==> src/design/rtcdc_pkg.sv <==
`default_nettype none

package rtcdc_pkg;

    localparam int TICKS_PER_SECOND_DEF = 128;

    localparam int DRIFT_W     = 16;
    localparam int CAL_W       = 15;
    localparam int TIME_W      = 6;
    localparam int MENU_W      = 8;
    localparam int OUT_DATA_W  = 32;

    localparam logic signed [DRIFT_W-1:0] DRIFT_LIMIT_POS = 16'sd999;
    localparam logic signed [DRIFT_W-1:0] DRIFT_LIMIT_NEG = -16'sd999;
    localparam logic signed [DRIFT_W-1:0] DRIFT_STEP      = 16'sd1000;
    localparam logic signed [DRIFT_W:0]   DRIFT_SAT_MAX   = 17'sd32767;
    localparam logic signed [DRIFT_W:0]   DRIFT_SAT_MIN   = -17'sd32768;

    localparam logic [TIME_W-1:0] TIME_MAX = 6'd59;

    typedef enum logic [1:0] {
        PRELOAD_NONE    = 2'd0,
        PRELOAD_RETARD  = 2'd1,
        PRELOAD_ADVANCE = 2'd2
    } t_preload;

    typedef struct packed {
        logic [MENU_W-1:0] menu_remaining;
        logic [TIME_W-1:0] minutes_now;
        logic [TIME_W-1:0] seconds_now;
        logic              hour_pulse;
        logic              minute_pulse;
        logic              second_pulse;
        t_preload          preload_action;
    } t_result;

endpackage

`default_nettype wire

==> src/design/rtc_tick_with_drift_compensation_unit.sv <==
`default_nettype none

// Channel    Direction  tdata (low bit up)                         tuser
// s_axis     in         menu_load_value[7:0]                       menu_load_valid
// m_axis     out        preload_action[1:0], second_pulse,         none
//                       minute_pulse, hour_pulse, seconds_now[5:0],
//                       minutes_now[5:0], menu_remaining[7:0], zero pad
// cfg        in         drift_calibration[14:0], written when i_cfg_we is high
//
// One tick beat is accepted per cycle; its result appears in the output register
// on the next cycle. The clock state updates on the accepting edge, so the rate
// is set by that update loop. The input stalls only while the output
// register is full and the sink holds tready low. Synchronous active-low reset
// clears all counters, the drift error and the calibration register.
module rtc_tick_with_drift_compensation_unit #(
    parameter int TICKS_PER_SECOND = rtcdc_pkg::TICKS_PER_SECOND_DEF
) (
    input  wire logic                                  i_clk,
    input  wire logic                                  i_rst_n,
    input  wire logic                                  i_s_axis_tvalid,
    output logic                                       o_s_axis_tready,
    input  wire logic [rtcdc_pkg::MENU_W-1:0]          i_s_axis_tdata,  // menu_load_value
    input  wire logic                                  i_s_axis_tuser,  // menu_load_valid
    output logic                                       o_m_axis_tvalid,
    input  wire logic                                  i_m_axis_tready,
    // preload_action, second_pulse, minute_pulse, hour_pulse, seconds_now,
    // minutes_now, menu_remaining, zero pad
    output logic [rtcdc_pkg::OUT_DATA_W-1:0]           o_m_axis_tdata,
    input  wire logic                                  i_cfg_we,
    input  wire logic signed [rtcdc_pkg::CAL_W-1:0]    i_cfg_wdata      // drift_calibration
);
    import rtcdc_pkg::*;

    localparam int SUB_W = (TICKS_PER_SECOND > 1) ? $clog2(TICKS_PER_SECOND) : 1;
    localparam logic [SUB_W-1:0] SUB_LAST = SUB_W'(TICKS_PER_SECOND - 1);

    logic signed [CAL_W-1:0]   r_cal;
    logic [SUB_W-1:0]          r_sub,     n_sub;
    logic signed [DRIFT_W-1:0] r_drift,   n_drift;
    logic [TIME_W-1:0]         r_sec,     n_sec;
    logic [TIME_W-1:0]         r_min,     n_min;
    logic [MENU_W-1:0]         r_menu,    n_menu;
    logic                      r_out_valid;
    t_result                   r_out,     n_out;

    logic                      accept;
    logic                      sec_done;
    logic                      min_roll;
    logic [MENU_W-1:0]         menu_loaded;
    logic signed [DRIFT_W-1:0] drift_adj;
    logic signed [DRIFT_W:0]   drift_sum;
    t_preload                  action;

    assign o_s_axis_tready = !r_out_valid || i_m_axis_tready;
    assign accept          = i_s_axis_tvalid && o_s_axis_tready;
    assign o_m_axis_tvalid = r_out_valid;
    assign o_m_axis_tdata  = OUT_DATA_W'(r_out);

    always_comb begin
        menu_loaded = i_s_axis_tuser ? i_s_axis_tdata : r_menu;

        if (r_drift > DRIFT_LIMIT_POS) begin
            action    = PRELOAD_RETARD;
            drift_adj = r_drift - DRIFT_STEP;
        end else if (r_drift < DRIFT_LIMIT_NEG) begin
            action    = PRELOAD_ADVANCE;
            drift_adj = r_drift + DRIFT_STEP;
        end else begin
            action    = PRELOAD_NONE;
            drift_adj = r_drift;
        end

        drift_sum = {drift_adj[DRIFT_W-1], drift_adj}
                  + {{(DRIFT_W+1-CAL_W){r_cal[CAL_W-1]}}, r_cal};

        sec_done = (r_sub == SUB_LAST);
        min_roll = sec_done && (r_sec == TIME_MAX);

        n_sub   = sec_done ? '0 : r_sub + 1'b1;
        n_drift = drift_adj;
        n_menu  = menu_loaded;
        n_sec   = r_sec;
        n_min   = r_min;

        if (sec_done) begin
            if (drift_sum > DRIFT_SAT_MAX) begin
                n_drift = DRIFT_SAT_MAX[DRIFT_W-1:0];
            end else if (drift_sum < DRIFT_SAT_MIN) begin
                n_drift = DRIFT_SAT_MIN[DRIFT_W-1:0];
            end else begin
                n_drift = drift_sum[DRIFT_W-1:0];
            end
            if (menu_loaded != '0) begin
                n_menu = menu_loaded - 1'b1;
            end
            if (min_roll) begin
                n_sec = '0;
                n_min = (r_min == TIME_MAX) ? '0 : r_min + 1'b1;
            end else begin
                n_sec = r_sec + 1'b1;
            end
        end

        n_out.preload_action = action;
        n_out.second_pulse   = sec_done;
        n_out.minute_pulse   = min_roll;
        n_out.hour_pulse     = min_roll && (r_min == TIME_MAX);
        n_out.seconds_now    = n_sec;
        n_out.minutes_now    = n_min;
        n_out.menu_remaining = n_menu;
    end

    always_ff @(posedge i_clk) begin
        if (!i_rst_n) begin
            r_cal       <= '0;
            r_sub       <= '0;
            r_drift     <= '0;
            r_sec       <= '0;
            r_min       <= '0;
            r_menu      <= '0;
            r_out_valid <= 1'b0;
        end else begin
            if (i_cfg_we) begin
                r_cal <= i_cfg_wdata;
            end
            if (accept) begin
                r_sub   <= n_sub;
                r_drift <= n_drift;
                r_sec   <= n_sec;
                r_min   <= n_min;
                r_menu  <= n_menu;
            end
            if (accept) begin
                r_out_valid <= 1'b1;
            end else if (i_m_axis_tready) begin
                r_out_valid <= 1'b0;
            end
        end
    end

    always_ff @(posedge i_clk) begin
        if (accept) begin
            r_out <= n_out;
        end
    end

    a_minute_has_second: assert property (@(posedge i_clk) disable iff (!i_rst_n)
        r_out_valid && r_out.minute_pulse |-> r_out.second_pulse)
        else $error("minute pulse without second pulse");

    a_hour_has_minute: assert property (@(posedge i_clk) disable iff (!i_rst_n)
        r_out_valid && r_out.hour_pulse |-> r_out.minute_pulse && (r_min == '0))
        else $error("hour pulse without minute rollover");

    a_second_wraps_sub: assert property (@(posedge i_clk) disable iff (!i_rst_n)
        accept && sec_done |=> r_sub == '0 && r_out.second_pulse)
        else $error("second completed but subsecond counter did not wrap");

    a_seconds_in_range: assert property (@(posedge i_clk) disable iff (!i_rst_n)
        r_out_valid |-> r_out.seconds_now <= TIME_MAX && r_out.minutes_now <= TIME_MAX)
        else $error("time field out of range");

endmodule

`default_nettype wire
==> config.mk <==
export PLATFORM = sky130hd
export DESIGN_NAME = rtc_tick_with_drift_compensation_unit
export DESIGN_NICKNAME = d
export VERILOG_FILES = /design/src/design/rtcdc_pkg.sv /design/src/design/rtc_tick_with_drift_compensation_unit.sv
export SDC_FILE = /design/constraint.sdc
export NUM_CORES = 1
export LEC_CHECK = 0
export ABC_AREA = 0
export ABC_CLOCK_PERIOD_IN_PS = 8530
export CAP_MARGIN = 20
export CORE_ASPECT_RATIO = 0.5
export CORE_UTILIZATION = 35
export DETAILED_ROUTE_END_ITERATION = 6
export DONT_BUFFER_PORTS = 1
export REMOVE_ABC_BUFFERS = 1
export SKIP_LAST_GASP = 1
export SYNTH_ARGS = -nofsm -noshare
export SYNTH_HDL_FRONTEND = slang
export SYNTH_SLANG_ARGS = --single-unit
==> constraint.sdc <==
create_clock -name i_clk -period 8.53 [get_ports i_clk]
set_input_delay 2.1325 -clock i_clk [delete_from_list [all_inputs] [get_ports i_clk]]
set_output_delay 2.1325 -clock i_clk [all_outputs]
set_load 0.05 [all_outputs]
# Word level (Yosys, flattened, before mapping)
# Index checks and enable logic that the tools add are counted.
[op_classes] eq_ne=3 n_mux=17 reduce_logical=7 order_cmp=4 add_sub_neg=7
[ops] operator="16-bit two-way mux" count=5
[ops] operator="6-bit two-way mux" count=5
[ops] operator="8-bit two-way mux" count=3
[ops] operator="16-bit by 15-bit adder with 17-bit output" count=1
[ops] operator="17-bit by 16-bit > comparator with 1-bit output (second input constant)" count=1
[ops] operator="17-bit by 16-bit less-than comparator with 1-bit output (second input constant)" count=1
[ops] operator="16-bit by 11-bit adder with 16-bit output (second input constant)" count=1
[ops] operator="16-bit by 11-bit > comparator with 1-bit output (second input constant)" count=1
[ops] operator="16-bit by 11-bit less-than comparator with 1-bit output (second input constant)" count=1
[ops] operator="16-bit by 11-bit subtractor with 16-bit output (second input constant)" count=1
[ops] operator="6-bit by 1-bit adder with 6-bit output (second input constant)" count=2
[ops] operator="6-bit equality test (second input constant)" count=2
[ops] operator="8-bit nonzero test" count=1
[ops] operator="8-bit by 1-bit subtractor with 8-bit output (second input constant)" count=1
[ops] operator="7-bit by 1-bit adder with 7-bit output (second input constant)" count=1
[ops] operator="7-bit equality test (second input constant)" count=1
[ops] operator="7-bit two-way mux" count=1
[ops] operator="1-bit logical AND" count=3
[ops] operator="1-bit two-way mux" count=2
[ops] operator="2-bit two-way mux" count=1
[ops] operator="2-bit nonzero test" count=1
[ops] operator="1-bit logical NOT" count=1
[ops] operator="1-bit logical OR" count=1
[word_totals] word_cells=52 out_inout_bits=34 input_bits=29 ff_bits=84

# Logic depth before layout (Yosys ltp)
[logic_depth] ltp_word=8 ltp_mapped=16 depth_no_buf=14

# Worst setup path before layout
# OpenSTA, ideal clock, no wires.
[synth_path] path_kind="input -> output" startpoint="input i_m_axis_tready" endpoint="output o_s_axis_tready" arrival_time_ns=2.570 path_stages=1 setup_slack_ns=3.828 required_time_ns=6.398 n_path_buf=0 cell_sequence="nand2b_1"
[synth_via] elab_chain_len=1
[synth_lines] item="from (decl)" line_no="rtc_tick_with_drift_compensation_unit.sv:25" rtl="input wire logic i_m_axis_tready,"
[synth_lines] item="1-bit logical OR" line_no="rtc_tick_with_drift_compensation_unit.sv:54" rtl="assign o_s_axis_tready = !r_out_valid || i_m_axis_tready;"
[synth_lines] item="to (decl)" line_no="rtc_tick_with_drift_compensation_unit.sv:21" rtl="output logic o_s_axis_tready,"
# No other way between the ends.

# Worst setup path in the final report
# Ends and elaborated chain as after synthesis.

==> summary.txt <==
Finish
  • Area delta synth->final: 8.06%
  • Antenna Cells: 0
  • Register area: 1930 sq um
  • Net count, final: 638
  • FILL cells: 1448
  • Layout cells sized above 1: 6.47%
  • Final instance area: 5600 sq um
  • Multi-input logic area: 3030 sq um
  • Finished Core Util: 38.7%

Timing
  • Worst-margin pin slew: 0.836 ns
  • Crit path time final: 4.72 ns
  • Worst Skew: 0.00478 ns
  • Setup Total Neg Slack: 0 ns
  • FMAX: 0.212 GHz
  • WHS: 0.455 ns
  • Final setup fails: 0
  • Max-Slew Margin vs Limit: 44.1%
  • Final Hold Vio Count: 0
  • RSZ-0062 raised after global routing: false
  • Period utilization: 55.3%
  • Max-slew violations: 0

Die
  • Chip Width: 174 um
  • Area of the die: 15300 sq um
  • CORE AREA: 14500 sq um
  • Initial Utilization: 35.8%
  • Ports: 63
  • # rows: 31
  • Die Ht: 88.1 um

Critical path
  • Reg2Reg Setup Slack: 3.94 ns
  • Delay of the slowest cell on the worst path: 0.45 ns
  • Worst R2R Path Depth: 14
  • CP Data Arrival Time: 2.58 ns
  • Worst setup path start: i_m_axis_tready
  • CP max stage cell: nand2b_1
  • Kind of critical path: in2out
  • Worst setup SP type: input port
  • Worst setup path end: o_s_axis_tready
  • Crit Reg-Reg Startpoint: r_drift[5]
  • Worst flop-to-flop path endpoint: r_drift[3]
  • Setup crit end kind: primary output
  • Cell family with the largest share of critical-path delay: simple AND/OR/NAND/NOR gates
  • Worst Path Max Fanout: 3
  • CP Cell Sequence: nand2b_1
  • Critical Path RT: 6.40 ns
  • Crit path buf inv count: 0
  • CP Depth: 1

Routing
  • Via count: 4163
  • Routed wire length: 11500 um
  • Drc violations: 3
  • Initial DRC Count: 239
  • Wire per inst: 14.7 um
  • First-pass DRT Iterations: 6
  • Routed Antenna Nets: 0
  • Number of vias per cell: 5.30

Yosys
  • YS warnings: 0
  • Synth top area cells: dfxtp_1 23%, edfxtp_1 14%, ha_1 6.3%
  • #FFs+latches synth: 84
  • Post-synthesis adder-cell area fraction: 6.66%
  • Fraction of synthesized area in multiplexers: 5.07%
  • Synth Flop Type: dfxtp_1
  • Largest family of logic cells by synthesized area: compound AO/OA/AOI/OAI gates
  • Post-Synth Simple-Gate Area: 18.9%
  • Register area share after synthesis: 37.3%
  • Mapped Area: 5180 sq um
  • Gate Count Post-Synth: 599
  • Synth unique cells: 72
  • Share of the synthesized area in the top cell type: 22.8%
  • EDFF count, synth: 25
  • Asr flop ratio synth: 0%
  • Post-Synth XOR/XNOR Area: 6.25%
  • Syn_area_per_cell: 8.66 sq um
  • Post-synth top area cell: dfxtp_1
  • Synth Area in Compound Gates: 21.0%

GRT
  • First-pass GRT wire length: 19000 um
  • Largest net degree at the start of global routing: 39
  • Congestion Overflow GR: 0
  • GRT Total Usage: 15.5%
  • Initial antenna violation count: 0
  • Vias in the first global route: 3874

Power and ir drop
  • Leak pwr: 2.26 nW
  • Pwr/cell area: 301 nW/um^2
  • Max VDD drop: 0.113 mV

Clock network
  • CTS buffer count: 9
  • Clock transition at path regs: 0.06 ns
  • CTS tree: built
  • Clock Sinks: 84
  • CTS Hold Buffers Added: 0
  • Setup bufs post-CTS: 0
  • H-tree Lvls: 3
  • Root Driver: clkbuf_16
  • Skew-Pair Late Insertion Delay: 0.34 ns
  • Clk buf depth: 2
  • Cts repair resizes: 0

Hold path
  • HP Class: reg2reg

Job
  • Max_cap viols: 0

Placement
  • HPWL after detailed placement: 8100 um
  • IO buf count: 0
  • Placer Congestion: 0.841
  • Placed Area: 5310 sq um

Run status
  • Status: complete, but fails checks
  • Failing checks: design-rule violations
## metal layers
layer,vias to the layer above,global-route usage (%),part of all wire [%]
met5,-,0,0
met4,0,4.15,0.46
met3,4,4.64,5.3
met2,75,25.3,44
met1,1947,20.1,50
li1,2137,-,-
## cells in the mapped netlist, types with 4 or more instances
cell,instances
a211o_1,4
a211oi_1,5
a21o_1,8
a21oi_1,60
a31oi_1,7
and3_1,9
buf_1,6
buf_2,4
buf_4,7
clkbuf_1,20
dfxtp_1,59
edfxtp_1,25
ha_1,26
inv_1,16
mux2i_1,24
nand2_1,51
nand2b_1,4
nand3_1,12
nand4_1,9
nor2_1,68
nor3_1,21
nor3b_1,4
o211ai_1,7
o21ai_0,29
o22ai_1,4
or3_1,8
xnor2_1,17
xor2_1,20
## logic make-up after synthesis
logic type | after synthesis
mux | 26
simple gates | 204
buf+inv | 56
fa+ha+maj | 27
xor+xnor | 37
flops | 84
other cells | 1
compound gates | 164
## area by class of cell
class | instances | share of cell area, %
multi-input cells | 465 | 54.1
flip-flops and latches | 84 | 34.5
well taps | 198 | 4.42
clock buffers | 9 | 4.02
clock inverters | 7 | 1.21
inverters | 18 | 1.21
repair buffers | 4 | 0.536
## report_power, final
part           leakage, nW  switching [W]  total, W  internal, W
Combinational         1.39       0.000465  0.000760     0.000295
Sequential           0.733      0.0000839  0.000536     0.000452
Clock                0.139       0.000164  0.000390     0.000225
## how the worst min path moves through the flow
stage | startpoint | to | slack, ns | depth (start not counted)
2_1_floorplan | r_menu[0] | r_menu[0] | 0.44 | 2
4_1_cts | r_menu[1] | r_menu[1] | 0.46 | 2
3_5_place_dp | r_menu[1] | r_menu[1] | 0.45 | 2
5_1_grt | r_menu[1] | r_menu[1] | 0.49 | 2
6_report | r_menu[1] | r_menu[1] | 0.46 | 2
3_3_place_gp | r_menu[1] | r_menu[1] | 0.44 | 2
## flip-flops by register name (all words and copies together) (netlist names)
name / cells
r_cal: 15
r_sec: 6
o_m_axis_tvalid: 1
r_drift: 16
r_min: 6
r_menu: 8
r_sub: 7
o_m_axis_tdata: 25
## per-stage QoR
stage	instances	worst slack (ns)	total power, W
after global routing	785	3.42	0.00182
final	785	3.81	0.00169
after floorplan	567	3.39	0.00113
after global placement	769	3.82	0.00129
after detailed placement	769	3.81	0.00130
after CTS	785	3.81	0.00169
## layout by cell type (no fill, tap or decap), drive strengths merged, types with 4 or more instances in the layout
cell type  netlist  routed
nand4            9       9
dfxtp           59      59
ha              26      26
a211oi           6       6
nor3b            4       4
conb             1       7
nor2            68      68
nand2b           4       4
and3             9       9
o211ai           8       8
mux2i           24      24
clkbuf          20       9
a2111oi          4       4
nand2           51      51
a31oi            7       7
buf             18       4
o31ai            4       4
inv             17      17
a211o            4       4
nand3           12      12
nor3            22      22
xnor2           17      17
xor2            20      20
o22ai            4       4
a21o             8       8
edfxtp          25      25
o21ai           33      33
clkinv           1       5
a21oi           60      60
or3              8       8
(Power assumes the default switching activity.)
